`config.mk`:
```
export PLATFORM = sky130hd
export DESIGN_NAME = framed_message_stream_parser_top
export DESIGN_NICKNAME = d
export VERILOG_FILES = /design/src/hw/rtl/fmsp_pkg.sv /design/src/hw/rtl/framed_message_stream_parser_top.sv /design/src/hw/rtl/fmsp_front.sv /design/src/hw/rtl/fmsp_queue.sv /design/src/hw/rtl/fmsp_back.sv
export SDC_FILE = /design/constraint.sdc
export NUM_CORES = 1
export LEC_CHECK = 0
export BUFFER_PORTS_ARGS = -buffer_cell sky130_fd_sc_hd__buf_2
export CORE_ASPECT_RATIO = 0.9
export CORE_MARGIN = 3
export CORE_UTILIZATION = 40
export DETAILED_ROUTE_END_ITERATION = 7
export GPL_TIMING_DRIVEN = 0
export PLACE_DENSITY = 0.52
export SLEW_MARGIN = 20
export SYNTH_ARGS = -nofsm -noshare
export SYNTH_HDL_FRONTEND = slang
export SYNTH_HIERARCHICAL = 1
export SYNTH_SLANG_ARGS = --single-unit
```
`constraint.sdc`:
```
create_clock -name clk -period 15.77 [get_ports clk]
set_input_delay 2.3655 -clock clk [delete_from_list [all_inputs] [get_ports clk]]
set_output_delay 2.3655 -clock clk [all_outputs]
set_load 0.01 [all_outputs]
```
`src/hw/rtl/fmsp_pkg.sv`:
```
// Shared types and constants of the framed message stream parser.
// No dependencies; imported by every module of the block.
`timescale 1ns / 1ps

package fmsp_pkg;

  localparam int CFG_WIDTH   = 48;
  localparam int QUEUE_DEPTH = 4;

  typedef enum logic [1:0] {
    PH_IDLE    = 2'd0,
    PH_LENGTH  = 2'd1,
    PH_PAYLOAD = 2'd2
  } phase_t;

  // Event kinds on the result channel.
  localparam logic [2:0] EVT_ACK        = 3'd0;
  localparam logic [2:0] EVT_DISCONNECT = 3'd1;
  localparam logic [2:0] EVT_PING       = 3'd2;
  localparam logic [2:0] EVT_SYNC_HDR   = 3'd3;
  localparam logic [2:0] EVT_SYNC_DATA  = 3'd4;
  localparam logic [2:0] EVT_ERROR      = 3'd5;

  // Error codes carried by error events.
  localparam logic [1:0] ERR_BAD_HEADER = 2'd0;
  localparam logic [1:0] ERR_LEN_LONG   = 2'd1;
  localparam logic [1:0] ERR_SYNC_SHORT = 2'd2;

  // Configuration register indexes.
  localparam logic [2:0] REG_EXP_NAME    = 3'd0;
  localparam logic [2:0] REG_EXP_VERSION = 3'd1;
  localparam logic [2:0] REG_FLAG_MASK   = 3'd2;
  localparam logic [2:0] REG_ACK_CODE    = 3'd3;
  localparam logic [2:0] REG_DISC_CODE   = 3'd4;
  localparam logic [2:0] REG_PING_CODE   = 3'd5;
  localparam logic [2:0] REG_SYNC_CODE   = 3'd6;

  typedef struct packed {
    logic [2:0]  kind;
    logic [7:0]  code;
    logic [15:0] id;
    logic [7:0]  flags;
    logic [7:0]  data;
    logic        last;
    logic [1:0]  err;
  } evt_t;

endpackage

```
`src/hw/rtl/framed_message_stream_parser_top.sv`:
```
// Top level of the framed message stream parser: parser, event queue, output stage.
// Depends on fmsp_pkg, fmsp_front, fmsp_queue and fmsp_back.
//
//   Port group   Direction  Handshake           Payload
//   in_*         input      in_valid/in_ready   in_byte
//   out_*        output     out_valid/out_ready event kind, code, id, flags, data, last, error
//   cfg_*        input      cfg_we              cfg_index, cfg_data
//
// One byte is accepted per cycle while the event queue is not full; the parser state
// updates in that same cycle. A result reaches the out_ ports through the four-entry
// event queue and then the output register.
// in_ready falls only while the event queue is full; out_ready low holds the output.
// Reset is synchronous and restores register defaults and an empty queue.
`timescale 1ns / 1ps

module framed_message_stream_parser_top #(
  parameter int NAME_BYTES        = 6,
  parameter int LENGTH_CODE_BYTES = 4
) (
  input  logic                           clk,
  input  logic                           rst_n,
  input  logic                           in_valid,
  output logic                           in_ready,
  input  logic [7:0]                     in_byte,
  output logic                           out_valid,
  input  logic                           out_ready,
  output logic [2:0]                     out_event_kind,
  output logic [7:0]                     out_code_byte,
  output logic [15:0]                    out_message_id,
  output logic [7:0]                     out_sync_flags,
  output logic [7:0]                     out_data_byte,
  output logic                           out_last,
  output logic [1:0]                     out_error_code,
  input  logic                           cfg_we,
  input  logic [2:0]                     cfg_index,
  input  logic [fmsp_pkg::CFG_WIDTH-1:0] cfg_data
);
  import fmsp_pkg::*;

  logic take;
  logic push;
  evt_t front_evt;
  logic q_full;
  logic q_pop;
  logic q_valid;
  evt_t q_evt;

  assign in_ready = !q_full;
  assign take     = in_valid && in_ready;

  fmsp_front #(
    .NAME_BYTES        (NAME_BYTES),
    .LENGTH_CODE_BYTES (LENGTH_CODE_BYTES)
  ) u_front (
    .clk       (clk),
    .rst_n     (rst_n),
    .cfg_we    (cfg_we),
    .cfg_index (cfg_index),
    .cfg_data  (cfg_data),
    .take      (take),
    .byte_in   (in_byte),
    .evt_valid (push),
    .evt       (front_evt)
  );

  fmsp_queue u_queue (
    .clk       (clk),
    .rst_n     (rst_n),
    .push      (push),
    .push_evt  (front_evt),
    .full      (q_full),
    .pop       (q_pop),
    .pop_valid (q_valid),
    .pop_evt   (q_evt)
  );

  fmsp_back u_back (
    .clk            (clk),
    .rst_n          (rst_n),
    .q_valid        (q_valid),
    .q_evt          (q_evt),
    .q_pop          (q_pop),
    .out_valid      (out_valid),
    .out_ready      (out_ready),
    .out_event_kind (out_event_kind),
    .out_code_byte  (out_code_byte),
    .out_message_id (out_message_id),
    .out_sync_flags (out_sync_flags),
    .out_data_byte  (out_data_byte),
    .out_last       (out_last),
    .out_error_code (out_error_code)
  );

endmodule

```
`src/hw/rtl/fmsp_front.sv`:
```
// Front end: configuration registers and the byte-level message parser.
// Produces at most one event per accepted byte. Depends on fmsp_pkg.
`timescale 1ns / 1ps

module fmsp_front #(
  parameter int NAME_BYTES        = 6,
  parameter int LENGTH_CODE_BYTES = 4
) (
  input  logic                           clk,
  input  logic                           rst_n,
  input  logic                           cfg_we,
  input  logic [2:0]                     cfg_index,
  input  logic [fmsp_pkg::CFG_WIDTH-1:0] cfg_data,
  input  logic                           take,
  input  logic [7:0]                     byte_in,
  output logic                           evt_valid,
  output fmsp_pkg::evt_t                 evt
);
  import fmsp_pkg::*;

  localparam int HDR_LEN = 6 + NAME_BYTES;

  logic [47:0] exp_name_r;
  logic [7:0]  exp_version_r;
  logic [7:0]  flag_mask_r;
  logic [3:0]  ack_code_r;
  logic [3:0]  disc_code_r;
  logic [3:0]  ping_code_r;
  logic [3:0]  sync_code_r;

  phase_t      phase_r, phase_nxt;
  logic [3:0]  type_r, type_nxt;
  logic [27:0] len_total_r, len_total_nxt;
  logic [1:0]  len_seen_r, len_seen_nxt;
  logic [27:0] pay_seen_r, pay_seen_nxt;
  logic [7:0]  held_code_r, held_code_nxt;
  logic        hdr_ok_r, hdr_ok_nxt;
  logic [15:0] held_id_r, held_id_nxt;
  logic [7:0]  held_flags_r, held_flags_nxt;

  logic [27:0] len_add;
  logic [27:0] len_sum;
  logic        len_too_long;
  logic [27:0] pay_inc;
  logic        pay_end;
  logic        is_ack, is_disc, is_ping, is_sync;
  logic        hdr_pos;
  logic [3:0]  hp;
  logic [7:0]  name_exp;
  logic [7:0]  code_eff;
  logic        fin_valid;
  evt_t        fin_evt;
  logic        evt_raw_valid;

  always_ff @(posedge clk) begin
    if (!rst_n) begin
      exp_name_r    <= '0;
      exp_version_r <= 8'd1;
      flag_mask_r   <= 8'd1;
      ack_code_r    <= 4'd2;
      disc_code_r   <= 4'd14;
      ping_code_r   <= 4'd13;
      sync_code_r   <= 4'd15;
    end else if (cfg_we) begin
      unique case (cfg_index)
        REG_EXP_NAME:    exp_name_r    <= cfg_data[47:0];
        REG_EXP_VERSION: exp_version_r <= cfg_data[7:0];
        REG_FLAG_MASK:   flag_mask_r   <= cfg_data[7:0];
        REG_ACK_CODE:    ack_code_r    <= cfg_data[3:0];
        REG_DISC_CODE:   disc_code_r   <= cfg_data[3:0];
        REG_PING_CODE:   ping_code_r   <= cfg_data[3:0];
        REG_SYNC_CODE:   sync_code_r   <= cfg_data[3:0];
        default: ;
      endcase
    end
  end

  // The length code carries seven value bits per byte, least significant first.
  always_comb begin
    unique case (len_seen_r)
      2'd0:    len_add = {21'b0, byte_in[6:0]};
      2'd1:    len_add = {14'b0, byte_in[6:0], 7'b0};
      2'd2:    len_add = {7'b0, byte_in[6:0], 14'b0};
      default: len_add = {byte_in[6:0], 21'b0};
    endcase
  end

  assign len_sum      = len_total_r + len_add;
  assign len_too_long = ({1'b0, len_seen_r} + 3'd1) >= 3'(LENGTH_CODE_BYTES);
  assign pay_inc      = pay_seen_r + 28'd1;
  assign pay_end      = (pay_inc == len_total_r);

  assign is_ack  = (type_r == ack_code_r);
  assign is_disc = (type_r == disc_code_r);
  assign is_ping = (type_r == ping_code_r);
  assign is_sync = (type_r == sync_code_r);

  assign hdr_pos = (pay_seen_r < 28'(HDR_LEN));
  assign hp      = pay_seen_r[3:0];

  always_comb begin
    name_exp = '0;
    for (int i = 0; i < NAME_BYTES; i++) begin
      if (hp == 4'(i + 2)) begin
        name_exp = exp_name_r[8*(NAME_BYTES-1-i) +: 8];
      end
    end
  end

  // Payload byte one becomes the code, also when it is the final byte.
  assign code_eff = (pay_seen_r == 28'd1) ? byte_in : held_code_r;

  // End of a complete message; type priority is ack, disconnect, ping, sync.
  always_comb begin
    fin_evt   = '0;
    fin_valid = 1'b1;
    priority if (is_ack) begin
      fin_evt.kind = EVT_ACK;
      fin_evt.code = code_eff;
    end else if (is_disc) begin
      fin_evt.kind = EVT_DISCONNECT;
      fin_evt.code = code_eff;
    end else if (is_ping) begin
      fin_evt.kind = EVT_PING;
    end else if (is_sync) begin
      fin_evt.kind = EVT_ERROR;
      fin_evt.err  = ERR_SYNC_SHORT;
    end else begin
      fin_valid = 1'b0;
    end
  end

  always_comb begin
    phase_nxt = phase_r;
    unique case (phase_r)
      PH_LENGTH: begin
        if (byte_in[7]) begin
          phase_nxt = len_too_long ? PH_IDLE : PH_LENGTH;
        end else begin
          phase_nxt = (len_sum == 28'd0) ? PH_IDLE : PH_PAYLOAD;
        end
      end
      PH_PAYLOAD: phase_nxt = pay_end ? PH_IDLE : PH_PAYLOAD;
      default:    phase_nxt = PH_LENGTH;
    endcase
  end

  always_comb begin
    type_nxt       = type_r;
    len_total_nxt  = len_total_r;
    len_seen_nxt   = len_seen_r;
    pay_seen_nxt   = pay_seen_r;
    held_code_nxt  = held_code_r;
    hdr_ok_nxt     = hdr_ok_r;
    held_id_nxt    = held_id_r;
    held_flags_nxt = held_flags_r;
    evt            = '0;
    evt_raw_valid  = 1'b0;
    unique case (phase_r)
      PH_LENGTH: begin
        len_total_nxt = len_sum;
        if (byte_in[7]) begin
          if (len_too_long) begin
            evt_raw_valid = 1'b1;
            evt.kind      = EVT_ERROR;
            evt.err       = ERR_LEN_LONG;
          end else begin
            len_seen_nxt = len_seen_r + 2'd1;
          end
        end else if (len_sum == 28'd0) begin
          evt_raw_valid = fin_valid;
          evt           = fin_evt;
        end
      end
      PH_PAYLOAD: begin
        pay_seen_nxt = pay_inc;
        if (is_ack || is_disc || is_ping) begin
          if (pay_seen_r == 28'd1) begin
            held_code_nxt = byte_in;
          end
          if (pay_end) begin
            evt_raw_valid = fin_valid;
            evt           = fin_evt;
          end
        end else if (is_sync) begin
          if (hdr_pos) begin
            priority if (hp == 4'd0) begin
              if (byte_in != 8'(NAME_BYTES >> 8)) hdr_ok_nxt = 1'b0;
            end else if (hp == 4'd1) begin
              if (byte_in != 8'(NAME_BYTES)) hdr_ok_nxt = 1'b0;
            end else if (hp < 4'(2 + NAME_BYTES)) begin
              if (byte_in != name_exp) hdr_ok_nxt = 1'b0;
            end else if (hp == 4'(2 + NAME_BYTES)) begin
              if (byte_in != exp_version_r) hdr_ok_nxt = 1'b0;
            end else if (hp == 4'(3 + NAME_BYTES)) begin
              held_id_nxt = {byte_in, 8'h00};
            end else if (hp == 4'(4 + NAME_BYTES)) begin
              held_id_nxt = {held_id_r[15:8], byte_in};
            end else begin
              held_flags_nxt = byte_in;
            end
            if (hp == 4'(HDR_LEN - 1)) begin
              if (!hdr_ok_r) begin
                evt_raw_valid = 1'b1;
                evt.kind      = EVT_ERROR;
                evt.err       = ERR_BAD_HEADER;
              end else if ((byte_in & flag_mask_r) != 8'd0) begin
                evt_raw_valid = 1'b1;
                evt.kind      = EVT_SYNC_HDR;
                evt.id        = held_id_r;
                evt.flags     = byte_in;
                evt.last      = pay_end;
              end
            end else if (pay_end) begin
              evt_raw_valid = 1'b1;
              evt.kind      = EVT_ERROR;
              evt.err       = ERR_SYNC_SHORT;
            end
          end else if (hdr_ok_r && ((held_flags_r & flag_mask_r) != 8'd0)) begin
            evt_raw_valid = 1'b1;
            evt.kind      = EVT_SYNC_DATA;
            evt.id        = held_id_r;
            evt.flags     = held_flags_r;
            evt.data      = byte_in;
            evt.last      = pay_end;
          end
        end
      end
      default: begin
        // Type byte: a new message starts and all per-message state clears.
        type_nxt       = byte_in[7:4];
        len_total_nxt  = '0;
        len_seen_nxt   = '0;
        pay_seen_nxt   = '0;
        held_code_nxt  = '0;
        hdr_ok_nxt     = 1'b1;
        held_id_nxt    = '0;
        held_flags_nxt = '0;
      end
    endcase
  end

  assign evt_valid = take && evt_raw_valid;

  always_ff @(posedge clk) begin
    if (!rst_n) begin
      phase_r      <= PH_IDLE;
      type_r       <= '0;
      len_total_r  <= '0;
      len_seen_r   <= '0;
      pay_seen_r   <= '0;
      held_code_r  <= '0;
      hdr_ok_r     <= 1'b1;
      held_id_r    <= '0;
      held_flags_r <= '0;
    end else if (take) begin
      phase_r      <= phase_nxt;
      type_r       <= type_nxt;
      len_total_r  <= len_total_nxt;
      len_seen_r   <= len_seen_nxt;
      pay_seen_r   <= pay_seen_nxt;
      held_code_r  <= held_code_nxt;
      hdr_ok_r     <= hdr_ok_nxt;
      held_id_r    <= held_id_nxt;
      held_flags_r <= held_flags_nxt;
    end
  end

endmodule

```
`src/hw/rtl/fmsp_queue.sv`:
```
// Small event queue that decouples the parser from the output stage.
// Depends on fmsp_pkg for the event record and the depth.
`timescale 1ns / 1ps

module fmsp_queue (
  input  logic           clk,
  input  logic           rst_n,
  input  logic           push,
  input  fmsp_pkg::evt_t push_evt,
  output logic           full,
  input  logic           pop,
  output logic           pop_valid,
  output fmsp_pkg::evt_t pop_evt
);
  import fmsp_pkg::*;

  localparam int PTR_W = $clog2(QUEUE_DEPTH);
  localparam int CNT_W = $clog2(QUEUE_DEPTH + 1);

  evt_t             mem_r [QUEUE_DEPTH];
  logic [PTR_W-1:0] wr_ptr_r, wr_ptr_nxt;
  logic [PTR_W-1:0] rd_ptr_r, rd_ptr_nxt;
  logic [CNT_W-1:0] count_r, count_nxt;
  logic             do_pop;

  assign full      = (count_r == CNT_W'(QUEUE_DEPTH));
  assign pop_valid = (count_r != '0);
  assign pop_evt   = mem_r[rd_ptr_r];
  assign do_pop    = pop && pop_valid;

  always_comb begin
    wr_ptr_nxt = push ? wr_ptr_r + PTR_W'(1) : wr_ptr_r;
    rd_ptr_nxt = do_pop ? rd_ptr_r + PTR_W'(1) : rd_ptr_r;
    count_nxt  = count_r;
    if (push && !do_pop) begin
      count_nxt = count_r + CNT_W'(1);
    end else if (do_pop && !push) begin
      count_nxt = count_r - CNT_W'(1);
    end
  end

  always_ff @(posedge clk) begin
    if (push) begin
      mem_r[wr_ptr_r] <= push_evt;
    end
  end

  always_ff @(posedge clk) begin
    if (!rst_n) begin
      wr_ptr_r <= '0;
      rd_ptr_r <= '0;
      count_r  <= '0;
    end else begin
      wr_ptr_r <= wr_ptr_nxt;
      rd_ptr_r <= rd_ptr_nxt;
      count_r  <= count_nxt;
    end
  end

endmodule

```
`src/hw/rtl/fmsp_back.sv`:
```
// Back end: output register that presents one event as separate result fields.
// Depends on fmsp_pkg for the event record.
`timescale 1ns / 1ps

module fmsp_back (
  input  logic           clk,
  input  logic           rst_n,
  input  logic           q_valid,
  input  fmsp_pkg::evt_t q_evt,
  output logic           q_pop,
  output logic           out_valid,
  input  logic           out_ready,
  output logic [2:0]     out_event_kind,
  output logic [7:0]     out_code_byte,
  output logic [15:0]    out_message_id,
  output logic [7:0]     out_sync_flags,
  output logic [7:0]     out_data_byte,
  output logic           out_last,
  output logic [1:0]     out_error_code
);
  import fmsp_pkg::*;

  logic valid_r, valid_nxt;
  evt_t evt_r;
  logic load;

  // The register refills in the same cycle its transfer completes.
  assign load      = !valid_r || out_ready;
  assign q_pop     = load && q_valid;
  assign valid_nxt = load ? q_valid : valid_r;

  always_ff @(posedge clk) begin
    if (!rst_n) begin
      valid_r <= 1'b0;
    end else begin
      valid_r <= valid_nxt;
    end
  end

  always_ff @(posedge clk) begin
    if (q_pop) begin
      evt_r <= q_evt;
    end
  end

  assign out_valid      = valid_r;
  assign out_event_kind = evt_r.kind;
  assign out_code_byte  = evt_r.code;
  assign out_message_id = evt_r.id;
  assign out_sync_flags = evt_r.flags;
  assign out_data_byte  = evt_r.data;
  assign out_last       = evt_r.last;
  assign out_error_code = evt_r.err;

endmodule

```
== Word level (Yosys, flattened, before mapping) ==
Memories as Yosys holds them, arrays and structs flattened. A register that Yosys moved wholly into a read port is not among the register bits.
Index checks and enable logic that the tools add are counted.

* Bits in registers: 185
* RAM bits: 184
* Input bits: 64
* Memories kept: 1

{| class="wikitable"
|+ Memories
! name !! depth !! bits a word !! rd ports !! clocked after memory_dff !! wr ports !! RTL line !! RTL
|-
| u_queue.mem_r || 4 || 46 || 1 || 1 || 1 || fmsp_queue.sv:20 || <nowiki>evt_t mem_r [QUEUE_DEPTH];</nowiki>
|}

* Add/sub/neg operators: 8
* Order comparisons: 3
* Equality and inequality tests: 50
* Multiplexer cells: 114
* Bitwise operators: 5
* Reductions and logical operators: 40

{| class="wikitable"
|+ Operators with widths
! operator !! count
|-
| 8-bit two-way mux || 21
|-
| 16-bit two-way mux || 8
|-
| 28-bit one-hot mux with 2 select lines || 2
|-
| 24-bit two-way mux || 4
|-
| 46-bit two-way mux || 2
|-
| 46-bit one-hot mux with 2 select lines || 1
|-
| 28-bit one-hot mux with 3 select lines || 1
|-
| 35-bit two-way mux || 2
|-
| 3-bit two-way mux || 14
|-
| 41-bit two-way mux || 1
|-
| 1-bit two-way mux || 35
|-
| 33-bit two-way mux || 1
|-
| 16-bit one-hot mux with 2 select lines || 1
|-
| 8-bit one-hot mux with 2 select lines || 2
|-
| 10-bit AND reduction || 3
|-
| 28-bit by 1-bit adder with 28-bit output, second input constant || 1
|-
| 28-bit adder || 1
|-
| 28-bit by 1-bit == test with 1-bit output, second input constant || 1
|-
| 28-bit == test || 1
|-
| 28-bit zero test || 1
|-
| 28-bit by 4-bit less-than comparator with 1-bit output, second input constant || 1
|-
| 2-bit two-way mux || 14
|-
| 8-bit nonzero test || 3
|-
| 2-bit AND reduction || 10
|-
| 42 further kinds || 89
|}

== Longest topological paths before layout ==
Gate-level depths: netlist (run 1).

* Depth after elaboration: 16
* Gate-level depth with buffers: 22
* Depth with buffers taken out: 21

== Modules after synthesis ==
Netlist (run 1), hierarchy kept.

{| class="wikitable"
|+ Modules (own cells, without submodules)
! module !! times used !! cells each !! area an instance (sq um) !! seq. area each (sq um)
|-
| fmsp_front || 1 || 1565 || 11413.4 || 3543.4
|-
| fmsp_queue || 1 || 283 || 7176.9 || 5705.5
|-
| fmsp_back || 1 || 50 || 1428.9 || 1401.3
|-
| framed_message_stream_parser_top || 1 || 2 || 10.0 || 0.0
|}

== Worst setup path before layout (run 1) ==
OpenSTA, ideal clock, no wires.

* Path kind: in2reg
* Start point: in in_byte[1]
* End point: mem u_queue/mem_r[0][0] in the netlist's numbering (enable)
* Arrival: 7768 ps
* Required time: 15362 ps
* Path slack: 7594 ps
* Cell stages on the path: 15
* Buffers on the path: 2
* Cell sequence: clkbuf_1 > clkbuf_1 > and2_1 > fa_1 > a21o_1 > a221o_1 > a22oi_1 > nand3_1 > xor2_1 > or4_1 > or4_4 > nor4_4 > nand2_1 > o41ai_1 > and2_1

* Word-level cells in the longest chain between the ends: 12

{| class="wikitable"
|+ RTL lines
! element !! RTL line !! RTL
|-
| from (decl) || framed_message_stream_parser_top.sv:24 || <nowiki>input logic [7:0] in_byte,</nowiki>
|-
| parallel branches: the longest is 8 deep, another holds 28-bit adder || -- ||
|-
| 1-bit one-hot mux with 2 select lines (*) || fmsp_front.sv:159 || <nowiki>unique case (phase_r)</nowiki>
|-
| 1-bit logical AND (*) || fmsp_front.sv:243 || <nowiki>assign evt_valid = take && evt_raw_valid;</nowiki>
|-
| net push || framed_message_stream_parser_top.sv:41 || <nowiki>logic push;</nowiki>
|-
| 1-bit two-way mux (*) || fmsp_queue.sv:43 || <nowiki>if (push) begin</nowiki>
|-
| 1-bit two-way mux (implied by the code) (*) || fmsp_queue.sv:44 || <nowiki>mem_r[wr_ptr_r] <= push_evt;</nowiki>
|-
| to (decl) || fmsp_queue.sv:20 ||
|}

Mark *: on every way through the listed nets, which the timed path passes.

== Final worst setup path (run 1) ==
* Start point: in in_byte[0]
* End point: reg u_queue.count_r[2]

* Word-level cells in the longest chain between the ends: 13

{| class="wikitable"
|+ RTL lines
! element !! RTL line !! RTL
|-
| parallel branches: the longest is 8 deep, another holds 28-bit adder || -- ||
|-
| 1-bit one-hot mux with 2 select lines (*) || fmsp_front.sv:159 ||
|-
| 1-bit logical AND (*) || fmsp_front.sv:243 ||
|-
| net push || framed_message_stream_parser_top.sv:41 ||
|-
| 1-bit zero test || fmsp_queue.sv:37 || <nowiki>end else if (do_pop && !push) begin</nowiki>
|-
| 1-bit logical AND || fmsp_queue.sv:37 ||
|-
| 2-bit nonzero test (no source line) || -- ||
|-
| to (signal assigned) || fmsp_queue.sv:56 || <nowiki>count_r <= count_nxt;</nowiki>
|-
| to (decl) || fmsp_queue.sv:23 || <nowiki>logic [CNT_W-1:0] count_r, count_nxt;</nowiki>
|}

Marked as above.
A chain may end at the register's enable or synchronous reset.

==> load_flow_metrics.sql, run 1 <==
INSERT INTO impl_metrics (metric_group, metric, value, unit) VALUES
('grt', 'grt_first_pass_wirelength', '86.3', 'mm'),
('cts', 'clk_transition_reported_paths', '60', 'ps'),
('floorplan', 'ios', '112', ''),
('finish', 'layout.cell_area.non_filler', '23000', 'sq um'),
('pwr', 'netSwitchingPower', '0.000503', 'W'),
('sta', 'finalClockSkew', '23.0', 'ps'),
('synthesis', 'synth_enable_flop_cells', '230', ''),
('sta', 'grt_setup_unrepaired', 'false', ''),
('synthesis', 'synth-warning-count', '6', ''),
('floorplan', 'floorplan.die.height', '218', 'um'),
('floorplan', 'coreArea', '49300', 'sq um'),
('place', 'dp_hpwl', '40.9', 'mm'),
('synthesis', 'synth.cell_area', '20000', 'sq um'),
('route', 'first_pass_iters', '5', ''),
('sta', 'finalWorstPathRequiredPeriod', '8130', 'ps'),
('cts', 'htree_num_levels', '2', ''),
('worst_hold_path', 'hold_path_class', 'register to register', ''),
('worst_setup_path', 'critical_path.slowest_cell', 'sky130_fd_sc_hd__or4_4', ''),
('finish', 'post_route_cells_drive_above_1_share', '0.128', ''),
('pwr', 'total_power_after_layout', '0.00229', 'W'),
('sta', 'timing_worst_slew_pin_value', '1120', 'ps'),
('grt', 'grt_pass1_vias', '14595', ''),
('worst_setup_path', 'critical_path_at', '8630', 'ps'),
('worst_setup_path', 'cp_cell_sequence', 'buf_2, clkbuf_1, and2_1, ha_1, fa_1, a21o_1, a221o_1, a22oi_1, nand3_1, xor2_1, or4_1, or4_4, nor4_4, nand2_1, o41ai_2, buf_4, ha_1, inv_1, fa_1, xor2_1, or3_1, a21boi_0', ''),
('route', 'drt_wl_total', '56.4', 'mm'),
('sta', 'slew_viol_final', '0', ''),
('worst_setup_path', 'worst-endpoint-required', '16270', 'ps'),
('worst_setup_path', 'worstSetupStartpointType', 'primary input', ''),
('run_status', 'status', 'completed', ''),
('floorplan', 'fp-row-count', '77', ''),
('grt', 'globalRouteTotalUtil', '0.209', ''),
('pwr', 'sequentialPowerShare', '0.500', ''),
('sta', 'max_slew_margin', '0.245', ''),
('synthesis', 'async_flop_share', '0', ''),
('cts', 'cts_inserted_buffers', '46', ''),
('synthesis', 'syn_area_per_cell', '10.5', 'sq um'),
('cts', 'clkLatencyLatePin', '580', 'ps'),
('floorplan', 'initial_utilization', '0.406', ''),
('finish', 'antenna_cells_inserted', '0', ''),
('grt', 'grt_max_degree', '41', ''),
('finish', 'utilization', '0.467', ''),
('synthesis', 'number_of_synthesized_register_bits', '417', ''),
('finish', 'finish.net_count', '2172', ''),
('pwr', 'power.density_cell_area', '99.4', 'nW/um^2'),
('route', 'viasPerCell', '5.48', ''),
('pwr', 'internal_power', '0.00179', 'W'),
('route', 'drc_errors', '0', ''),
('finish', 'layout.cells.most_common', 'sky130_fd_sc_hd__nand2_1', ''),
('cts', 'max-clock-path-buffers', '3', ''),
('cts', 'cts_repair_resize_count', '0', ''),
('place', 'placed_cell_area', '21600', 'sq um'),
('worst_setup_path', 'setup.worst_path.class', 'primary input to register', ''),
('worst_setup_path', 'cp_max_fo', '10', ''),
('pwr', 'peak_vdd_ir', '71.9', 'uV'),
('synthesis', 'synth_cell_types', '79', ''),
('synthesis', 'postSynthCellCount', '1900', ''),
('pwr', 'power_frac_comb', '0.041', ''),
('pwr', 'p_leak', '7.96', 'nW'),
('place', 'gp_congestion', '0.927', ''),
('synthesis', 'synthesis.nets', '2008', ''),
('cts', 'cts.repair_timing.setup_buffer_count', '0', ''),
('floorplan', 'fp.dieArea', '52800', 'sq um'),
('cts', 'tritoncts', 'yes', ''),
('sta', 'final_hold_viol_count', '0', ''),
('place', 'port_buffers', '110', ''),
('grt', 'globalRoute.totalOverflow', '0', ''),
('cts', 'cts_hold_repair.buffers', '0', ''),
('run', 'maxCapViolCount', '0', ''),
('grt', 'antenna_violations_before_repair', '0', ''),
('route', 'drt_iter0_markers', '1104', ''),
('finish', 'syn_to_final_growth', '15.0', '%');
==> state kept, by name, summed over array words and instances (netlist names), 3 cells and up, named ones only <==
signal,flops
u_back/out_code_byte,8
u_back/out_data_byte,8
u_back/out_event_kind,3
u_back/out_message_id,16
u_back/out_sync_flags,8
u_front/ack_code_r,4
u_front/disc_code_r,4
u_front/exp_name_r,48
u_front/exp_version_r,8
u_front/flag_mask_r,8
u_front/held_code_r,8
u_front/held_flags_r,8
u_front/held_id_r,16
u_front/len_total_r,28
u_front/pay_seen_r,28
u_front/ping_code_r,4
u_front/sync_code_r,4
u_front/type_r,4
u_queue/count_r,3
u_queue/mem_r,184
==> power groups by stage <==
stage | Clock, W | Sequential (W) | Combinational [W]
CTS | 0.00108 | 0.00115 | 0.0000939
floorplan | 0 | 0.00117 | 0.0000544
global placement | 0 | 0.00117 | 0.0000929
global route | 0.00112 | 0.00115 | 0.000103
finish | 0.00105 | 0.00115 | 0.0000948
detailed placement | 0 | 0.00117 | 0.0000934
==> Yosys cell counts (7+ instances only) <==
| cell type | count | area, sq um |
|---|---|---|
| sky130_fd_sc_hd__a211oi_1 | 9 | 67.6 |
| sky130_fd_sc_hd__a21boi_0 | 7 | 52.6 |
| sky130_fd_sc_hd__a21o_1 | 12 | 90.1 |
| sky130_fd_sc_hd__a21oi_1 | 168 | 841 |
| sky130_fd_sc_hd__a221oi_1 | 7 | 61.3 |
| sky130_fd_sc_hd__a22oi_1 | 46 | 345 |
| sky130_fd_sc_hd__a32oi_1 | 10 | 87.6 |
| sky130_fd_sc_hd__and2_1 | 65 | 407 |
| sky130_fd_sc_hd__and3_1 | 13 | 81.3 |
| sky130_fd_sc_hd__and4_1 | 9 | 78.8 |
| sky130_fd_sc_hd__buf_2 | 10 | 50.1 |
| sky130_fd_sc_hd__clkbuf_1 | 101 | 379 |
| sky130_fd_sc_hd__dfxtp_1 | 187 | 3740 |
| sky130_fd_sc_hd__edfxtp_1 | 230 | 6910 |
| sky130_fd_sc_hd__ha_1 | 42 | 526 |
| sky130_fd_sc_hd__inv_1 | 23 | 86.3 |
| sky130_fd_sc_hd__mux2i_1 | 31 | 310 |
| sky130_fd_sc_hd__mux4_2 | 40 | 901 |
| sky130_fd_sc_hd__nand2_1 | 275 | 1030 |
| sky130_fd_sc_hd__nand3_1 | 51 | 255 |
| sky130_fd_sc_hd__nand4_1 | 32 | 200 |
| sky130_fd_sc_hd__nor2_1 | 140 | 526 |
| sky130_fd_sc_hd__nor2b_1 | 19 | 119 |
| sky130_fd_sc_hd__nor3_1 | 51 | 255 |
| sky130_fd_sc_hd__nor4_1 | 16 | 100 |
| sky130_fd_sc_hd__o211ai_1 | 7 | 52.6 |
| sky130_fd_sc_hd__o21a_1 | 12 | 90.1 |
| sky130_fd_sc_hd__o21ai_0 | 45 | 225 |
| sky130_fd_sc_hd__or2_2 | 13 | 81.3 |
| sky130_fd_sc_hd__or3_1 | 16 | 100 |
| sky130_fd_sc_hd__or4_1 | 8 | 60.1 |
| sky130_fd_sc_hd__xnor2_1 | 52 | 455 |
| sky130_fd_sc_hd__xor2_1 | 48 | 420 |
==> cell type report <==
cell class	instances	area (sq um)
tap	671	840
clock inverter	20	200
clock buffer	63	1270
fill	4745	26300
buffer	122	544
inverter	24	90.1
multi-input combinational	1337	8770
timing repair buffer	116	666
sequential	417	10700
==> stage by stage <==
step / hold slack, ps / setup WS (ps) / instances
6_report: 455 / 7640 / 2770
5_1_grt: 474 / 7510 / 2770
4_1_cts: 457 / 7740 / 2770
3_5_place_dp: 448 / 7150 / 2687
3_3_place_gp: 435 / 4850 / 2681
2_1_floorplan: 427 / 7590 / 1900
==> worst paths after layout <==
path / start / to / slack [ps] / cells past startpoint
worst min register to register: u_front/held_id_r[2]$_SDFFE_PN0P_ / u_front/held_id_r[2]$_SDFFE_PN0P_ / 450 / 2
worst max register to register: u_front/len_seen_r[0]$_SDFFE_PN0P_ / u_queue/count_r[2]$_SDFFE_PN0P_ / 9280 / 23
worst max-delay path: in_byte[0] / u_queue/count_r[2]$_SDFFE_PN0P_ / 7640 / 22
worst min-delay path: u_front/held_id_r[2]$_SDFFE_PN0P_ / u_front/held_id_r[2]$_SDFFE_PN0P_ / 450 / 2
==> layer usage <==
metal | up-vias | wire, um | part of all wire | track usage
met5 | - | 0 | 0 | 0
met4 | 0 | 1400 | 0.025 | 0.0627
met3 | 86 | 3210 | 0.057 | 0.0315
met2 | 424 | 25900 | 0.46 | 0.340
met1 | 7395 | 25900 | 0.46 | 0.291
li1 | 7270 | - | - | -
==> cells by family after synthesis <==
| kind of cell | Yosys count | share of synthesized area |
|---|---|---|
| xor gates and xnor gates | 100 | 0.0437 |
| adders and majority gates | 44 | 0.0282 |
| buffers and inverters | 146 | 0.0317 |
| and+or+nand+nor | 737 | 0.177 |
| muxes | 77 | 0.0683 |
| AOI/OAI and AO/OA | 379 | 0.119 |
| DFF | 417 | 0.532 |
==> worst max-delay path: cells and delay by family <==
kind / cells / cell delay (ps)
xor+xnor: 2 / 380
buf+inv: 4 / 830
compound gates: 5 / 1410
fa+ha+maj: 4 / 1210
simple gates: 7 / 2420
Note: power is estimated with default switching activity, not from simulation.
==> inputs of run 2 (changes only) <==
--- a/config.mk
+++ b/config.mk
@@ -5,13 +5,14 @@
 export SDC_FILE = /design/constraint.sdc
 export NUM_CORES = 1
 export LEC_CHECK = 0
+export ABC_AREA = 1
 export BUFFER_PORTS_ARGS = -buffer_cell sky130_fd_sc_hd__buf_2
 export CORE_ASPECT_RATIO = 0.9
 export CORE_MARGIN = 3
 export CORE_UTILIZATION = 40
 export DETAILED_ROUTE_END_ITERATION = 7
 export GPL_TIMING_DRIVEN = 0
-export PLACE_DENSITY = 0.52
+export PLACE_DENSITY = 0.54
 export SLEW_MARGIN = 20
 export SYNTH_ARGS = -nofsm -noshare
 export SYNTH_HDL_FRONTEND = slang
==> constraint.sdc (replaced) <==
create_clock -name clk -period 6.6 [get_ports clk]
set_input_delay 0.99 -clock clk [delete_from_list [all_inputs] [get_ports clk]]
set_output_delay 0.99 -clock clk [all_outputs]
set_load 0.01 [all_outputs]
==> run 2 against run 1 <==
Against the previous run: wire length is 12% higher; total power is 140% higher; synthesized area is 5.3% higher; synthesized cell count is 41% higher; clock skew is 4.1 ps lower; highest routed layer is now met5; largest cell class unchanged; sequential cell count stayed put; register-to-register slack worse by 7700 ps.
==> load_flow_metrics.sql, run 2 <==
INSERT INTO impl_metrics (metric_group, metric, value, unit) VALUES
('run_status', 'status', 'completed', ''),
('finish', 'top_register', 'u_queue/mem_r', ''),
('finish', 'largest_register_ff_count', '184', ''),
('route', 'drc_errors', '0', ''),
('floorplan', 'floorplan.die.height', '224', 'um'),
('floorplan', 'fp.dieArea', '55500', 'sq um'),
('worst_setup_path', 'end_kind', 'register', ''),
('grt', 'grt_pass1_vias', '17412', ''),
('grt', 'globalRoute.totalOverflow', '0', ''),
('place', 'placed_cell_area', '22600', 'sq um'),
('cts', 'cts_inserted_buffers', '45', ''),
('synthesis', 'syn_area_per_cell', '7.90', 'sq um'),
('synthesis', 'async_flop_share', '0', ''),
('floorplan', 'fp-row-count', '79', ''),
('finish', 'layout_common_cells', '645 x sky130_fd_sc_hd__nand2_1, 413 x sky130_fd_sc_hd__nor2_1, 284 x sky130_fd_sc_hd__inv_1, 230 x sky130_fd_sc_hd__edfxtp_1, 187 x sky130_fd_sc_hd__dfxtp_1', ''),
('cts', 'max-clock-path-buffers', '3', ''),
('place', 'port_buffers', '105', ''),
('worst_setup_path', 'cp_slowest_stage_delay', '600', 'ps'),
('finish', 'nFillCells', '5186', ''),
('worst_setup_path', 'setup.worst_path.class', 'primary input to register', ''),
('run', 'maxCapViolCount', '0', ''),
('cts', 'cts_hold_repair.buffers', '0', ''),
('grt', 'grt.busiest_layer', 'met2', ''),
('finish', 'finish.net_count', '2933', ''),
('worst_setup_path', 'worstSetupStartpointType', 'primary input', ''),
('worst_setup_path', 'worst-endpoint-required', '7070', 'ps'),
('synthesis', 'synth_top_cell_by_area', 'sky130_fd_sc_hd__edfxtp_1', ''),
('route', 'drt_iter0_markers', '1476', ''),
('finish', 'post_route_cells_drive_above_1_share', '0.0886', ''),
('synthesis', 'synth_cell_types', '53', ''),
('sta', 'hold_slack', '456', 'ps'),
('grt', 'antenna_violations_before_repair', '3', ''),
('finish', 'largest_registers', 'u_queue/mem_r x184, u_front/exp_name_r x48', ''),
('cts', 'htree_num_levels', '2', ''),
('synthesis', 'synth_top_cell_area_share', '0.327', ''),
('synthesis', 'top_area_cells_in_the_synthesized_netlist', 'sky130_fd_sc_hd__edfxtp_1 33%, sky130_fd_sc_hd__dfxtp_1 18%, sky130_fd_sc_hd__nand2_1 11%, sky130_fd_sc_hd__nor2_1 7.3%, sky130_fd_sc_hd__inv_1 5.1%', ''),
('grt', 'grt_use_met2', '0.344', ''),
('sta', 'timing_worst_slew_pin_value', '904', 'ps'),
('worst_setup_path', 'critical_path.slowest_cell', 'sky130_fd_sc_hd__clkbuf_1', ''),
('synthesis', 'synth_common_cells', '645 x sky130_fd_sc_hd__nand2_1, 413 x sky130_fd_sc_hd__nor2_1, 288 x sky130_fd_sc_hd__inv_1', ''),
('sta', 'finalWorstPathRequiredPeriod', '5700', 'ps'),
('synthesis', 'number_of_synthesized_register_bits', '417', ''),
('route', 'drt_wl_total', '63.3', 'mm'),
('finish', 'layout.cell_area.non_filler', '24000', 'sq um'),
('sta', 'max_slew_margin', '0.395', ''),
('route', 'routed_wire_length_per_instance', '17.8', 'um'),
('sta', 'finalCritPeriodShare', '0.864', ''),
('synthesis', 'synth-main-ff-cell', 'sky130_fd_sc_hd__edfxtp_1', ''),
('floorplan', 'initial_utilization', '0.407', ''),
('finish', 'utilization', '0.462', ''),
('route', 'detail-route-antenna-nets', '0', ''),
('sta', 'slew_viol_final', '0', ''),
('worst_setup_path', 'critical_path_at', '6170', 'ps'),
('grt', 'met3_usage', '0.0425', ''),
('synthesis', 'synth.yosys.seq_area_share', '0.505', ''),
('place', 'dp_hpwl', '47.5', 'mm'),
('cts', 'cts.repair_timing.setup_buffer_count', '0', ''),
('place', 'gp_congestion', '0.986', ''),
('cts', 'total_number_of_clock_tree_sinks', '417', ''),
('synthesis', 'postSynthCellCount', '2670', ''),
('finish', 'syn_to_final_growth', '13.7', '%'),
('cts', 'cts_repair_resize_count', '0', ''),
('route', 'first_pass_iters', '5', ''),
('worst_setup_path', 'crit_path_frequent_cell', 'sky130_fd_sc_hd__nand2_1', ''),
('cts', 'clk_transition_reported_paths', '60', 'ps'),
('pwr', 'power.density_cell_area', '229', 'nW/um^2'),
('sta', 'max_clock_freq', '0.175', 'GHz'),
('pwr', 'total_power_after_layout', '0.00549', 'W'),
('grt', 'globalRouteTotalUtil', '0.226', ''),
('grt', 'grt_max_degree', '47', ''),
('sta', 'finalClockSkew', '18.8', 'ps'),
('sta', 'grt_setup_unrepaired', 'false', ''),
('sta', 'final_hold_viol_count', '0', ''),
('worst_setup_path', 'cp_max_fo', '9', ''),
('floorplan', 'dieWidth', '248', 'um'),
('pwr', 'p_leak', '9.80', 'nW'),
('route', 'viasPerCell', '5.22', ''),
('floorplan', 'coreArea', '51900', 'sq um'),
('finish', 'layout.cells.most_common', 'sky130_fd_sc_hd__nand2_1', ''),
('worst_hold_path', 'hold_path_class', 'register to register', ''),
('cts', 'ctsRootBufferMaster', 'sky130_fd_sc_hd__clkbuf_16', ''),
('worst_setup_path', 'worst-r2r-cell-count', '30', ''),
('synthesis', 'synthesis.nets', '2778', ''),
('cts', 'tritoncts', 'yes', ''),
('worst_hold_path', 'whs_path_depth', '2', ''),
('cts', 'clkLatencyLatePin', '570', 'ps'),
('grt', 'met1_layer_usage_reported_by_global_route', '0.320', ''),
('grt', 'grt_first_pass_wirelength', '97.2', 'mm'),
('floorplan', 'ios', '112', ''),
('synthesis', 'synth.cell_area', '21100', 'sq um'),
('pwr', 'peak_vdd_ir', '187', 'uV'),
('synthesis', 'synth-warning-count', '6', ''),
('synthesis', 'synth_enable_flop_cells', '230', ''),
('synthesis', 'synth_most_common_cell', 'sky130_fd_sc_hd__nand2_1', ''),
('route', 'dr_total_vias', '18498', ''),
('sta', 'count_of_endpoints_failing_setup_in_the_final_report', '0', '');
==> run 2: cell types whose count changed in the layout (fill, tap and decap cells not counted), moves of 31 or more <==
cell | before | now
sky130_fd_sc_hd__nand3_1 | 51 | 151
sky130_fd_sc_hd__and2_1 | 61 | 0
sky130_fd_sc_hd__o21ai_1 | 5 | 36
sky130_fd_sc_hd__xor2_1 | 48 | 17
sky130_fd_sc_hd__nor2_1 | 140 | 413
sky130_fd_sc_hd__xnor2_1 | 52 | 16
sky130_fd_sc_hd__clkbuf_1 | 112 | 74
sky130_fd_sc_hd__inv_1 | 23 | 284
sky130_fd_sc_hd__mux2i_1 | 31 | 0
sky130_fd_sc_hd__o22ai_1 | 6 | 49
sky130_fd_sc_hd__mux4_2 | 40 | 0
sky130_fd_sc_hd__a22oi_1 | 46 | 4
sky130_fd_sc_hd__o21ai_0 | 45 | 172
sky130_fd_sc_hd__nand2_1 | 275 | 645
==> run 2: area by class of cell <==
type                       instances  area [sq um]  share of cell area
sequential                       417         10700               0.444
multi-input combinational       1857          8860               0.369
clock buffer                      59          1220              0.0508
inverter                         298          1130              0.0470
tap                              688           861              0.0359
timing repair buffer             108           601              0.0250
buffer                            98           480              0.0200
clock inverter                    20           191             0.00798
antenna                            1          2.50            0.000104
==> run 2: where the power goes <==
group | total [W] | switching [W] | internal (W)
logic | 0.000298 | 0.000205 | 0.0000930
clock network | 0.00241 | 0.00102 | 0.00139
registers | 0.00279 | 0.0000266 | 0.00276
total | 0.00549 | 0.00126 | 0.00424
==> run 2: kinds of logic after synthesis <==
kind of cell               Yosys count  share of synthesized area
DFF                                417                      0.505
buffers and inverters              396                     0.0758
adders and majority gates           44                     0.0268
AOI/OAI and AO/OA                  445                      0.115
xor gates and xnor gates            34                     0.0148
and+or+nand+nor                   1334                      0.263
==> run 2: critical path: cells and delay by family <==
family,cells,cell delay (ps)
AO/OA/AOI/OAI,1,220
adder cells (fa/ha/maj),3,930
buffers and inverters,6,1500
AND/OR/NAND/NOR,20,2490
==> run 2: final timing paths <==
check                                                      endpoint  slack [ps]                                start
worst min register to register  u_front/exp_name_r[28]$_SDFFE_PN0P_         460  u_front/exp_name_r[28]$_SDFFE_PN0P_
worst max register to register      u_queue/count_r[2]$_SDFFE_PN0P_        1580   u_front/len_seen_r[1]$_SDFFE_PN0P_
worst min-delay path            u_front/exp_name_r[28]$_SDFFE_PN0P_         460  u_front/exp_name_r[28]$_SDFFE_PN0P_
worst max-delay path                u_queue/count_r[2]$_SDFFE_PN0P_         900                           in_byte[4]
==> run 2: layer usage <==
metal / up-vias / part of all wire
li1: 9139 / -
met1: 8638 / 0.46
met2: 596 / 0.44
met3: 121 / 0.070
met4: 4 / 0.031
met5: - / 0.00024
==> run 2: metrics by stage <==
stage / cells / setup slack, ps / setup TNS, ps
2_1_floorplan: 2670 / 1810 / 0
3_3_place_gp: 3463 / -685 / -112500
6_report: 3546 / 900 / 0
4_1_cts: 3545 / 1040 / 0
5_1_grt: 3546 / 603 / 0
3_5_place_dp: 3466 / 418 / 0
==> inputs of run 3 (changes only) <==
--- a/config.mk
+++ b/config.mk
@@ -9,10 +9,11 @@
 export BUFFER_PORTS_ARGS = -buffer_cell sky130_fd_sc_hd__buf_2
 export CORE_ASPECT_RATIO = 0.9
 export CORE_MARGIN = 3
-export CORE_UTILIZATION = 40
+export CORE_UTILIZATION = 54
 export DETAILED_ROUTE_END_ITERATION = 7
 export GPL_TIMING_DRIVEN = 0
-export PLACE_DENSITY = 0.54
+export MAX_ROUTING_LAYER = met4
+export PLACE_DENSITY = 0.71
 export SLEW_MARGIN = 20
 export SYNTH_ARGS = -nofsm -noshare
 export SYNTH_HDL_FRONTEND = slang
==> run 3 against run 2 <==
Against the previous run: via count up 0.83%; register-to-register slack got worse by 170 ps; sequential cell count unchanged; sequential power barely moved; final cell count is 4.6% lower; die area decreased by 25%; clock-buffer cell count unchanged; core utilization grew 16 points.
==> load_flow_metrics.sql, run 3 (synthesis gave the netlist of run 2 again) <==
INSERT INTO impl_metrics (metric_group, metric, value, unit) VALUES
('sta', 'max_clock_freq', '0.181', 'GHz'),
('finish', 'top_register', 'u_queue/mem_r', ''),
('worst_setup_path', 'crit_path_frequent_cell', 'sky130_fd_sc_hd__nand2_1', ''),
('worst_setup_path', 'critical_path_at', '5990', 'ps'),
('grt', 'antenna_violations_before_repair', '1', ''),
('sta', 'grt_setup_unrepaired', 'false', ''),
('cts', 'ctsRootBufferMaster', 'sky130_fd_sc_hd__clkbuf_16', ''),
('worst_setup_path', 'cp_slowest_stage_delay', '470', 'ps'),
('floorplan', 'fp-row-count', '68', ''),
('worst_hold_path', 'hold_path_class', 'register to register', ''),
('route', 'viasPerCell', '5.51', ''),
('floorplan', 'floorplan.die.height', '194', 'um'),
('floorplan', 'fp.dieArea', '41500', 'sq um'),
('cts', 'cts_hold_repair.buffers', '0', ''),
('finish', 'finish.net_count', '2933', ''),
('route', 'detail-route-antenna-nets', '0', ''),
('worst_setup_path', 'setup.worst_path.class', 'primary input to register', ''),
('route', 'drt_wl_total', '60.0', 'mm'),
('route', 'first_pass_iters', '5', ''),
('place', 'dp_hpwl', '45.2', 'mm'),
('grt', 'grt_pass1_vias', '17312', ''),
('cts', 'total_number_of_clock_tree_sinks', '417', ''),
('worst_setup_path', 'critical_path.slowest_cell', 'sky130_fd_sc_hd__clkbuf_1', ''),
('finish', 'layout.cells.most_common', 'sky130_fd_sc_hd__nand2_1', ''),
('worst_setup_path', 'worstSetupStartpointType', 'primary input', ''),
('sta', 'finalClockSkew', '20.7', 'ps'),
('place', 'port_buffers', '105', ''),
('sta', 'max_slew_margin', '0.404', ''),
('cts', 'tritoncts', 'yes', ''),
('grt', 'grt_max_degree', '47', ''),
('route', 'drt_iter0_markers', '1631', ''),
('floorplan', 'initial_utilization', '0.549', ''),
('run_status', 'status', 'completed', ''),
('finish', 'multi_input_area', '8860', 'sq um'),
('sta', 'finalCritPeriodShare', '0.837', ''),
('pwr', 'power.density_cell_area', '230', 'nW/um^2'),
('finish', 'utilization', '0.618', ''),
('grt', 'globalRouteTotalUtil', '0.291', ''),
('grt', 'grt_first_pass_wirelength', '93.5', 'mm'),
('finish', 'largest_register_ff_count', '184', ''),
('pwr', 'p_leak', '9.79', 'nW'),
('cts', 'cts.repair_timing.setup_buffer_count', '0', ''),
('sta', 'slew_viol_final', '0', ''),
('pwr', 'peak_vdd_ir', '171', 'uV'),
('sta', 'finalWorstPathRequiredPeriod', '5530', 'ps'),
('cts', 'cts_repair_resize_count', '0', ''),
('worst_setup_path', 'worst_setup_path_startpoint', 'in_byte[1]', ''),
('cts', 'cts_inserted_buffers', '43', ''),
('cts', 'clkLatencyLatePin', '570', 'ps'),
('cts', 'htree_num_levels', '2', ''),
('pwr', 'total_power_after_layout', '0.00547', 'W'),
('finish', 'post_route_cells_drive_above_1_share', '0.0875', ''),
('cts', 'max-clock-path-buffers', '3', ''),
('cts', 'clk_transition_reported_paths', '60', 'ps'),
('worst_setup_path', 'worstReg2RegStart', 'u_front/len_seen_r[0]$_SDFFE_PN0P_', ''),
('sta', 'count_of_endpoints_failing_setup_in_the_final_report', '0', ''),
('floorplan', 'dieWidth', '214', 'um'),
('worst_hold_path', 'hold_start', 'u_front/exp_name_r[1]$_SDFFE_PN0P_', ''),
('worst_setup_path', 'end_kind', 'register', ''),
('run', 'maxCapViolCount', '0', ''),
('finish', 'regArea', '10700', 'sq um'),
('floorplan', 'coreArea', '38500', 'sq um'),
('worst_setup_path', 'cp_max_fo', '8', ''),
('route', 'routed_wire_length_per_instance', '17.7', 'um'),
('sta', 'final_hold_viol_count', '0', ''),
('finish', 'largest_registers', 'u_queue/mem_r x184, u_front/exp_name_r x48', ''),
('worst_setup_path', 'worst-endpoint-required', '7060', 'ps'),
('finish', 'nFillCells', '3492', ''),
('route', 'dr_total_vias', '18651', ''),
('route', 'drc_errors', '0', ''),
('finish', 'syn_to_final_growth', '12.7', '%'),
('sta', 'timing_worst_slew_pin_value', '890', 'ps'),
('floorplan', 'ios', '112', ''),
('place', 'gp_congestion', '0.961', ''),
('finish', 'layout_common_cells', '645 x sky130_fd_sc_hd__nand2_1, 413 x sky130_fd_sc_hd__nor2_1, 284 x sky130_fd_sc_hd__inv_1, 230 x sky130_fd_sc_hd__edfxtp_1, 187 x sky130_fd_sc_hd__dfxtp_1', ''),
('grt', 'globalRoute.totalOverflow', '0', '');
==> run 3: cell types whose count changed in the layout (fill, tap and decap cells not counted), moves of 2 or more <==
cell                        before  now
sky130_fd_sc_hd__clkbuf_16      46   43
sky130_fd_sc_hd__clkinv_4        3    0
sky130_fd_sc_hd__inv_2           4    7
sky130_fd_sc_hd__inv_4           4    1
sky130_fd_sc_hd__buf_12          1    3
sky130_fd_sc_hd__bufinv_16       2    4
sky130_fd_sc_hd__clkinv_1       10   12
sky130_fd_sc_hd__clkinv_2        7    5
==> run 3: critical path: cells and delay by family <==
family                     cells  cell delay, ps
adders and majority gates      3             830
and+or+nand+nor               21            2900
buffers and inverters          5            1240
==> run 3: final timing paths <==
path | endpoint | slack [ps] | cells past startpoint
min | u_front/exp_name_r[1]$_SDFFE_PN0P_ | 460 | 2
max | u_queue/count_r[2]$_SDFFE_PN0P_ | 1070 | 29
min reg2reg | u_front/exp_name_r[1]$_SDFFE_PN0P_ | 460 | 2
max reg2reg | u_queue/count_r[2]$_SDFFE_PN0P_ | 1410 | 29
==> run 3: power by group <==
| group | switching (W) | internal (W) | leakage [nW] |
|---|---|---|---|
| Sequential | 0.0000250 | 0.00276 | 3.72 |
| Clock | 0.000993 | 0.00140 | 0.670 |
| Combinational | 0.000204 | 0.0000930 | 5.40 |
==> run 3: final cells by class <==
class,count,area share
plain buffers,98,0.0202
diodes,1,0.000105
inverters,298,0.0471
multi-input cells,1857,0.373
repair buffers,110,0.0269
clock inverters,18,0.00858
flip-flops and latches,417,0.448
well taps,525,0.0276
clock buffers,59,0.0491
==> run 3: metal layers <==
metal  share of wire  vias up  track usage
li1                -     9139            -
met1            0.45     8736        0.394
met2            0.46      690        0.459
met3           0.069       86       0.0388
met4           0.023        0       0.0887
met5               0        -            -
==> run 3: per-stage QoR <==
step	setup WS (ps)	instances	setup TNS, ps	hold WS (ps)	cell area [sq um]
after floorplan	1810	2670	0	430	21100
after global placement	-296	3300	-46020	444	22300
after detailed placement	595	3305	0	447	22400
after CTS	1190	3382	0	456	23800
after global routing	718	3383	0	487	23800
final	1070	3383	0	455	23800
